[config.mk]
export PLATFORM = sky130hd
export DESIGN_NAME = shuffled_minimal_standard_prng_top
export DESIGN_NICKNAME = d
export VERILOG_FILES = /design/src/rtl/smsp_pkg.sv /design/src/rtl/smsp_front.sv /design/src/rtl/smsp_cmd_fifo.sv /design/src/rtl/smsp_back.sv /design/src/rtl/shuffled_minimal_standard_prng_top.sv
export VERILOG_INCLUDE_DIRS = /design/src /design/src/rtl
export SDC_FILE = /design/constraint.sdc
export NUM_CORES = 2
export LEC_CHECK = 0
export BUFFER_PORTS_ARGS = -buffer_cell sky130_fd_sc_hd__clkbuf_2
export CORE_ASPECT_RATIO = 1.1
export CORE_MARGIN = 2
export CORE_UTILIZATION = 43
export DETAILED_ROUTE_END_ITERATION = 7
export GPL_TIMING_DRIVEN = 0
export MAX_ROUTING_LAYER = met4
export PLACE_DENSITY = 0.58
export SYNTH_ARGS = -nofsm -noshare
export SYNTH_HDL_FRONTEND = slang
export SYNTH_HIERARCHICAL = 1
export SYNTH_SLANG_ARGS = --single-unit
[constraint.sdc]
create_clock -name aclk -period 16.8 [get_ports aclk]
set_input_delay 2.52 -clock aclk [delete_from_list [all_inputs] [get_ports aclk]]
set_output_delay 2.52 -clock aclk [all_outputs]
set_load 0.01 [all_outputs]
[src/rtl/shuffled_minimal_standard_prng_top_macros.svh]
// Assertion helpers for the checks in the top-level design file.
`ifndef SHUFFLED_MINIMAL_STANDARD_PRNG_TOP_MACROS_SVH
`define SHUFFLED_MINIMAL_STANDARD_PRNG_TOP_MACROS_SVH

// Same-cycle implication, disabled during reset.
`define SMSP_ASSERT_IMPL(label, clk, rstn, ante, cons, msg) \
    label: assert property (@(posedge clk) disable iff (!rstn) (ante) |-> (cons)) \
        else $error(msg);

// Next-cycle implication, disabled during reset.
`define SMSP_ASSERT_NEXT(label, clk, rstn, ante, cons, msg) \
    label: assert property (@(posedge clk) disable iff (!rstn) (ante) |=> (cons)) \
        else $error(msg);

`endif

[src/rtl/smsp_pkg.sv]
package smsp_pkg;

    localparam int unsigned VALUE_W       = 31;
    localparam int unsigned MULT_W        = 15;
    localparam int unsigned TABLE_ENTRIES = 32;
    localparam int unsigned WARMUP_STEPS  = 8;
    localparam int unsigned FILL_STEPS    = TABLE_ENTRIES + WARMUP_STEPS;
    localparam int unsigned TBL_IDX_W     = $clog2(TABLE_ENTRIES);
    localparam int unsigned FILL_CNT_W    = $clog2(FILL_STEPS);
    localparam int unsigned CMD_DEPTH     = 2;
    localparam int unsigned CMD_PTR_W     = (CMD_DEPTH > 1) ? $clog2(CMD_DEPTH) : 1;
    localparam int unsigned CMD_CNT_W     = $clog2(CMD_DEPTH + 1);

    localparam logic [MULT_W-1:0]  LCG_MULT = 15'd16807;
    localparam logic [VALUE_W-1:0] LCG_MOD  = 31'h7FFF_FFFF;
    localparam logic [VALUE_W-1:0] SEED_ONE = 31'd1;

    // Table selection divides by a power of two, so it is a plain shift.
    localparam int unsigned SEL_DIV   = 1 + 2147483646 / TABLE_ENTRIES;
    localparam int unsigned SEL_SHIFT = $clog2(SEL_DIV);

    typedef struct packed {
        logic do_seed;
    } cmd_t;

    typedef struct packed {
        logic filling;
    } bk_status_t;

    typedef enum logic [1:0] {
        BK_IDLE,
        BK_FILL,
        BK_DRAW
    } bk_state_t;

    // One Lehmer step. The modulus is 2^31-1, so the high part of the
    // product folds back onto the low part and one subtract finishes it.
    function automatic logic [VALUE_W-1:0] lehmer_step(input logic [VALUE_W-1:0] x);
        logic [VALUE_W+MULT_W-1:0] prod;
        logic [VALUE_W:0]          fold;
        prod = {{MULT_W{1'b0}}, x} * {{VALUE_W{1'b0}}, LCG_MULT};
        fold = {1'b0, prod[VALUE_W-1:0]}
             + {{(VALUE_W+1-MULT_W){1'b0}}, prod[VALUE_W+MULT_W-1:VALUE_W]};
        if (fold >= {1'b0, LCG_MOD}) begin
            fold = fold - {1'b0, LCG_MOD};
        end
        return fold[VALUE_W-1:0];
    endfunction

endpackage

[src/rtl/smsp_front.sv]
module smsp_front
    import smsp_pkg::*;
(
    input  logic aclk,
    input  logic aresetn,
    input  logic s_valid,
    output logic s_ready,
    input  logic s_reseed,
    output logic push_valid,
    input  logic push_ready,
    output cmd_t push_cmd
);

    logic seeded_reg;
    logic seeded_next;

    assign s_ready    = push_ready;
    assign push_valid = s_valid;

    // The first word after reset always seeds, so the back end never reads
    // an unwritten table entry.
    always_comb begin
        push_cmd.do_seed = s_reseed | ~seeded_reg;
        seeded_next      = seeded_reg | (s_valid & push_ready);
    end

    always_ff @(posedge aclk) begin
        if (!aresetn) begin
            seeded_reg <= 1'b0;
        end else begin
            seeded_reg <= seeded_next;
        end
    end

endmodule

[src/rtl/smsp_cmd_fifo.sv]
module smsp_cmd_fifo
    import smsp_pkg::*;
(
    input  logic aclk,
    input  logic aresetn,
    input  logic push_valid,
    output logic push_ready,
    input  cmd_t push_cmd,
    output logic pop_valid,
    input  logic pop_ready,
    output cmd_t pop_cmd
);

    cmd_t                 entry_reg [CMD_DEPTH];
    logic [CMD_PTR_W-1:0] wr_ptr_reg;
    logic [CMD_PTR_W-1:0] wr_ptr_next;
    logic [CMD_PTR_W-1:0] rd_ptr_reg;
    logic [CMD_PTR_W-1:0] rd_ptr_next;
    logic [CMD_CNT_W-1:0] count_reg;
    logic [CMD_CNT_W-1:0] count_next;
    logic                 do_push;
    logic                 do_pop;

    assign push_ready = (count_reg != CMD_CNT_W'(CMD_DEPTH));
    assign pop_valid  = (count_reg != '0);
    assign pop_cmd    = entry_reg[rd_ptr_reg];
    assign do_push    = push_valid & push_ready;
    assign do_pop     = pop_valid & pop_ready;

    always_comb begin
        wr_ptr_next = wr_ptr_reg;
        rd_ptr_next = rd_ptr_reg;
        count_next  = count_reg;
        if (do_push) begin
            wr_ptr_next = (wr_ptr_reg == CMD_PTR_W'(CMD_DEPTH - 1)) ? '0 : wr_ptr_reg + 1'b1;
        end
        if (do_pop) begin
            rd_ptr_next = (rd_ptr_reg == CMD_PTR_W'(CMD_DEPTH - 1)) ? '0 : rd_ptr_reg + 1'b1;
        end
        if (do_push && !do_pop) begin
            count_next = count_reg + 1'b1;
        end else if (do_pop && !do_push) begin
            count_next = count_reg - 1'b1;
        end
    end

    always_ff @(posedge aclk) begin
        if (!aresetn) begin
            wr_ptr_reg <= '0;
            rd_ptr_reg <= '0;
            count_reg  <= '0;
        end else begin
            wr_ptr_reg <= wr_ptr_next;
            rd_ptr_reg <= rd_ptr_next;
            count_reg  <= count_next;
        end
    end

    always_ff @(posedge aclk) begin
        if (do_push) begin
            entry_reg[wr_ptr_reg] <= push_cmd;
        end
    end

endmodule

[src/rtl/smsp_back.sv]
module smsp_back
    import smsp_pkg::*;
(
    input  logic               aclk,
    input  logic               aresetn,
    input  logic [VALUE_W-1:0] seed,
    input  logic               cmd_valid,
    output logic               cmd_pop,
    input  cmd_t               cmd,
    output bk_status_t         status,
    output logic               m_valid,
    input  logic               m_ready,
    output logic [VALUE_W-1:0] m_random_value
);

    bk_state_t               state_reg;
    bk_state_t               state_next;
    logic [FILL_CNT_W-1:0]   cnt_reg;
    logic [FILL_CNT_W-1:0]   cnt_next;
    logic [VALUE_W-1:0]      lehmer_reg;
    logic [VALUE_W-1:0]      last_reg;
    logic [VALUE_W-1:0]      tbl_reg [TABLE_ENTRIES];
    logic                    m_valid_reg;
    logic                    m_valid_next;
    logic [VALUE_W-1:0]      m_data_reg;

    logic                    out_free;
    logic                    seed_load;
    logic                    fill_step;
    logic                    draw;
    logic [VALUE_W-1:0]      step_val;
    logic [VALUE_W-1:0]      seed_fixed;
    logic [VALUE_W-1:0]      sel_wide;
    logic [TBL_IDX_W-1:0]    sel;
    logic [VALUE_W-1:0]      draw_val;
    logic                    tbl_we;
    logic [TBL_IDX_W-1:0]    tbl_waddr;

    assign out_free       = ~m_valid_reg | m_ready;
    assign m_valid        = m_valid_reg;
    assign m_random_value = m_data_reg;
    assign status.filling = (state_reg == BK_FILL);

    assign step_val   = lehmer_step(lehmer_reg);
    assign seed_fixed = ((seed == '0) || (seed == LCG_MOD)) ? SEED_ONE : seed;

    always_comb begin
        sel_wide = last_reg >> SEL_SHIFT;
        if (sel_wide >= VALUE_W'(TABLE_ENTRIES)) begin
            sel = TBL_IDX_W'(TABLE_ENTRIES - 1);
        end else begin
            sel = sel_wide[TBL_IDX_W-1:0];
        end
    end

    assign draw_val = tbl_reg[sel];

    // Control outputs of the sequencer.
    always_comb begin
        cmd_pop   = 1'b0;
        seed_load = 1'b0;
        fill_step = 1'b0;
        draw      = 1'b0;
        case (state_reg)
            BK_IDLE: begin
                if (cmd_valid) begin
                    if (cmd.do_seed) begin
                        cmd_pop   = 1'b1;
                        seed_load = 1'b1;
                    end else if (out_free) begin
                        cmd_pop = 1'b1;
                        draw    = 1'b1;
                    end
                end
            end
            BK_FILL: begin
                fill_step = 1'b1;
            end
            BK_DRAW: begin
                draw = out_free;
            end
            default: begin
            end
        endcase
    end

    // Next state of the sequencer.
    always_comb begin
        state_next = state_reg;
        case (state_reg)
            BK_IDLE: begin
                if (seed_load) begin
                    state_next = BK_FILL;
                end
            end
            BK_FILL: begin
                if (cnt_reg == '0) begin
                    state_next = BK_DRAW;
                end
            end
            BK_DRAW: begin
                if (draw) begin
                    state_next = BK_IDLE;
                end
            end
            default: begin
                state_next = BK_IDLE;
            end
        endcase
    end

    always_comb begin
        cnt_next = cnt_reg;
        if (seed_load) begin
            cnt_next = FILL_CNT_W'(FILL_STEPS - 1);
        end else if (fill_step && cnt_reg != '0) begin
            cnt_next = cnt_reg - 1'b1;
        end
    end

    // The fill writes the table from the top entry down; the warm-up steps
    // above the table are discarded.
    always_comb begin
        tbl_we    = 1'b0;
        tbl_waddr = sel;
        if (fill_step) begin
            tbl_we    = (cnt_reg < FILL_CNT_W'(TABLE_ENTRIES));
            tbl_waddr = cnt_reg[TBL_IDX_W-1:0];
        end else if (draw) begin
            tbl_we = 1'b1;
        end
    end

    always_comb begin
        m_valid_next = m_valid_reg;
        if (draw) begin
            m_valid_next = 1'b1;
        end else if (m_ready) begin
            m_valid_next = 1'b0;
        end
    end

    always_ff @(posedge aclk) begin
        if (!aresetn) begin
            state_reg   <= BK_IDLE;
            cnt_reg     <= '0;
            m_valid_reg <= 1'b0;
        end else begin
            state_reg   <= state_next;
            cnt_reg     <= cnt_next;
            m_valid_reg <= m_valid_next;
        end
    end

    always_ff @(posedge aclk) begin
        if (seed_load) begin
            lehmer_reg <= seed_fixed;
        end else if (fill_step || draw) begin
            lehmer_reg <= step_val;
        end
        if (fill_step && cnt_reg == '0) begin
            last_reg <= step_val;
        end else if (draw) begin
            last_reg <= draw_val;
        end
        if (draw) begin
            m_data_reg <= draw_val;
        end
        if (tbl_we) begin
            tbl_reg[tbl_waddr] <= step_val;
        end
    end

endmodule

[src/rtl/shuffled_minimal_standard_prng_top.sv]
// Channel   Direction  Handshake          Word
// s_        in         s_valid/s_ready    s_reseed
// m_        out        m_valid/m_ready    m_random_value
// cfg_      in         cfg_wr_en          cfg_seed_value
//
// A plain draw runs in the back-end sequencer's idle state; draws stream at one per cycle while m_ready allows.
// A seeding draw (first after reset, or reseed set) first loads the seed, then runs
// 40 Lehmer steps that discard eight values and fill the 32-entry shuffle table.
// Reset is synchronous and active low; the seed register resets to one.
// A two-word command queue lets requests arrive while the sequencer fills or m_ready is low.
`include "shuffled_minimal_standard_prng_top_macros.svh"

module shuffled_minimal_standard_prng_top
    import smsp_pkg::*;
(
    input  logic               aclk,
    input  logic               aresetn,
    input  logic               cfg_wr_en,
    input  logic [VALUE_W-1:0] cfg_seed_value,
    input  logic               s_valid,
    output logic               s_ready,
    input  logic               s_reseed,
    output logic               m_valid,
    input  logic               m_ready,
    output logic [VALUE_W-1:0] m_random_value
);

    logic [VALUE_W-1:0] seed_reg;
    logic               push_valid;
    logic               push_ready;
    cmd_t               push_cmd;
    logic               cmd_valid;
    logic               cmd_pop;
    cmd_t               cmd;
    bk_status_t         bk_status;

    always_ff @(posedge aclk) begin
        if (!aresetn) begin
            seed_reg <= SEED_ONE;
        end else if (cfg_wr_en) begin
            seed_reg <= cfg_seed_value;
        end
    end

    smsp_front u_front (
        .aclk       (aclk),
        .aresetn    (aresetn),
        .s_valid    (s_valid),
        .s_ready    (s_ready),
        .s_reseed   (s_reseed),
        .push_valid (push_valid),
        .push_ready (push_ready),
        .push_cmd   (push_cmd)
    );

    smsp_cmd_fifo u_cmd_fifo (
        .aclk       (aclk),
        .aresetn    (aresetn),
        .push_valid (push_valid),
        .push_ready (push_ready),
        .push_cmd   (push_cmd),
        .pop_valid  (cmd_valid),
        .pop_ready  (cmd_pop),
        .pop_cmd    (cmd)
    );

    smsp_back u_back (
        .aclk           (aclk),
        .aresetn        (aresetn),
        .seed           (seed_reg),
        .cmd_valid      (cmd_valid),
        .cmd_pop        (cmd_pop),
        .cmd            (cmd),
        .status         (bk_status),
        .m_valid        (m_valid),
        .m_ready        (m_ready),
        .m_random_value (m_random_value)
    );

    // A word shown on the output always comes from a seeded table.
    `SMSP_ASSERT_IMPL(a_out_range, aclk, aresetn, m_valid, (m_random_value != '0) && (m_random_value != LCG_MOD), "Output word is outside the generator range.")
    // The sequencer takes a command only when the queue holds one.
    `SMSP_ASSERT_IMPL(a_pop_nonempty, aclk, aresetn, cmd_pop, cmd_valid, "Command popped from an empty queue.")
    // No result can appear while the table is being filled.
    `SMSP_ASSERT_NEXT(a_no_draw_in_fill, aclk, aresetn, bk_status.filling, !$rose(m_valid), "Result produced during table fill.")

endmodule
==> impl_metrics.yaml <==
clocking:
  clock-sinks: 1107
  clk_pin_slew_ns: 0.06
  cts-root-buf: "clkbuf_16"
  cts_tree: "built"
  clockBufferDepth: 3
  cts_hold_buf: 0
  htree_levels: 3
  post-cts-setup-buffer-count: 0
  clock_latency_ns: 0.72
  postCtsResizedCells: 0
  cts_buffers: 107
routing:
  post-route-drc-count: 1
  dr.pass1.iters: 8
  drtAntennaViolNets: 0
  drt_iter0_markers: 2727
  wl_per_cell_um: 28.78
  wl_mm: 143.6
  via_per_inst: 5.719
  via_count: 28530
outcome:
  violations: "design-rule violations"
  status: "finished, violations left"
sta:
  rsz0062_at_grt: "no"
  drv_slew: 0
  setup_tns_ns: 0
  fin_crit_ns: 12.74
  layout_setup_ws_ns: 4.058
  worst_pin_slew_ns: 1.339
  hold_viol: 0
  finalCritPeriodShare: 0.7584
  max_freq_ghz: 0.07848
  finalSetupViolCount: 0
  slew_headroom: 0.1073
  clock_skew_ns: 0.01959
finish:
  stdcell_count: 4989
  fillers: 9999
  finalCoreUtilization: 0.4966
  n_antenna_cell: 0
  finalNetCount: 3641
  drive_gt1_frac: 0.2231
  area_delta_synth_final_pct: 14.93
  largest_reg_flops: 992
synthesis:
  yosysUniqueCellTypes: 92
  yosys_register_bits: 1107
  synth_ff_type: "edfxtp_1"
  synth_top_area_share: 0.6092
  synth_area_leaders: "edfxtp_1, mux4_2, fa_1, ha_1, inv_1"
  synth-warning-count: 6
  synth.yosys.seq_area_share: 0.6268
  post_synth_inst_count: 3018
  netlist_area_mm2: 0.05230
  avgSynthCellArea_um2: 17.33
  yosys.area.top_type: "edfxtp_1"
  synth_fp_nets: 3395
  async_flop_share: 0
  synth_edf_count: 1061
worst_setup_path:
  crit_type: "reg2reg"
  crit_required_ns: 17.35
  r2r_slack_ns: 4.06
  crit_fanout: 24
  crit_buf_inv: 8
  critPathArrivalTime_ns: 13.29
  crit_path_end_kind: "register"
  crit_start: "u_back/lehmer_reg[14]$_DFFE_PP_"
  cpPeakStageDelay_ns: 0.64
  crit_path_top_delay_cell: "edfxtp_1"
  path_delay_family: "compound AO/OA/AOI/OAI gates"
  cp-start-kind: "register"
  r2r-start: "u_back/lehmer_reg[14]$_DFFE_PP_"
  r2r_cells: 40
  timing.rr.end: "u_back/tbl_reg[20][12]$_DFFE_PP_"
global_route:
  grt_usage: 0.2410
  grt_pass1_wl_mm: 206.1
  antenna_found_initial: 3
  grt_max_degree: 34
  grt_pass1_vias: 29870
  grt-ovfl-total: 0
placement:
  gp_congestion: 0.9081
  dp_cells: 4784
  portBuffers: 68
  dpl.hpwl_mm: 105.7
  post-place-ws_ns: 3.655
min_path:
  min_path_type: "reg2reg"
  hold_path_end: "u_front/seeded_reg$_SDFF_PN0_"
  hold_path_startpoint: "u_front/seeded_reg$_SDFF_PN0_"
  min_path_cells: 2
floorplan:
  fp.dieW_um: 336.5
  die_height_um: 369.8
  row_count: 134
  core_area_mm2: 0.1211
  io-pin-count: 70
  die-area_mm2: 0.1244
  initial_core_util: 0.4321
flow_run:
  cap_viol_max_count: 0
cell usage in the layout, fill, tap and decap left out, drive strengths merged, types with 14 or more instances in the layout:
| master | instances |
|---|---|
| xnor2 | 54 |
| nand2 | 94 |
| clkbuf | 268 |
| mux2 | 35 |
| nand4 | 25 |
| fa | 134 |
| nor2b | 37 |
| mux2i | 33 |
| mux4 | 310 |
| nor3 | 21 |
| bufinv | 18 |
| o31ai | 16 |
| o21a | 15 |
| dfxtp | 46 |
| nand3 | 31 |
| nand2b | 14 |
| buf | 112 |
| a211oi | 16 |
| inv | 300 |
| xor2 | 31 |
| edfxtp | 1061 |
| ha | 206 |
| clkinv | 45 |
| a21o | 29 |
| nor2 | 104 |
| o21ai | 57 |
| a21oi | 60 |
final cells by class:
type / count / area [um2] / area share
buffer: 117 / 531.8 / 0.008846
clock buffer: 126 / 2749 / 0.04573
clock inverter: 76 / 928.4 / 0.01544
inverter: 293 / 1100 / 0.01830
multi-input combinational: 1501 / 18270 / 0.3039
sequential: 1107 / 32780 / 0.5454
tap: 1632 / 2042 / 0.03397
timing repair buffer: 137 / 1710 / 0.02845
metal layers:
metal,vias to the layer above,global-route usage,share of wire
met2,1046,0.4241,0.53
li1,12230,-,-
met5,-,-,0
met4,0,0.08559,0.034
met1,15030,0.2837,0.37
met3,229,0.03193,0.059
how the worst max path moves through the flow:
stage	endpoint	cells past startpoint
final	u_back/tbl_reg[20][12]$_DFFE_PP_	40
after CTS	u_back/tbl_reg[8][17]$_DFFE_PP_	36
after floorplan	u_back/tbl_reg[0][12]$_DFFE_PP_	39
after detailed placement	u_back/tbl_reg[8][17]$_DFFE_PP_	36
after global routing	u_back/tbl_reg[12][19]$_DFFE_PP_	37
after global placement	u_back/tbl_reg[16][12]$_DFFE_PP_	38
cells in the mapped netlist, types with 6 or more instances:
cell and n:
buf_1 28, o211ai_1 9, dfxtp_1 46, nor2b_1 37, nor4_1 12, xor2_1 31, xnor2_1 53, a21oi_1 59
nor3_1 19, and3_1 8, ha_1 206, nand2b_1 13, fa_1 134, a21o_1 29, mux2i_1 33, buf_2 8
or3_1 9, a211oi_1 15, nand3_1 30, inv_1 293, a21boi_0 12, mux2_2 34, edfxtp_1 1061, o21ai_0 43
o21bai_1 6, nand3b_1 8, o31ai_1 14, o21a_1 15, a31oi_1 8, clkbuf_1 72, nor2_1 103, o21ai_1 12
mux4_2 310, nand4_1 24, and2_1 13, nand2_1 94, a211o_1 7
metrics by stage:
stage / hold slack [ns] / area [um2]
after floorplan: 0.4594 / 52300
after global placement: 0.4720 / 54680
after detailed placement: 0.4854 / 56380
after CTS: 0.5028 / 60060
after global routing: 0.5376 / 60110
final: 0.5027 / 60110
worst min-delay path: cells and delay by family (launching register included):
family	cells	cell delay, ns
and+or+nand+nor	1	0.09
AOI/OAI and AO/OA	1	0.04
DFF	1	0.33
cell families (layout without fill, tap and decap cells):
logic type	after synthesis	in the layout	synth area share
XOR/XNOR	85	85	0.01438
AND/OR/NAND/NOR	404	404	0.04010
flip-flops	1107	1107	0.6268
multiplexers	378	378	0.1473
AO/OA/AOI/OAI	294	294	0.03969
buffers and inverters	410	749	0.03112
adder cells (fa/ha/maj)	340	340	0.1006
Power is left out: the tool's default activity adds up to more than one toggle a clock period on the data nets, which glitch-free logic cannot reach.
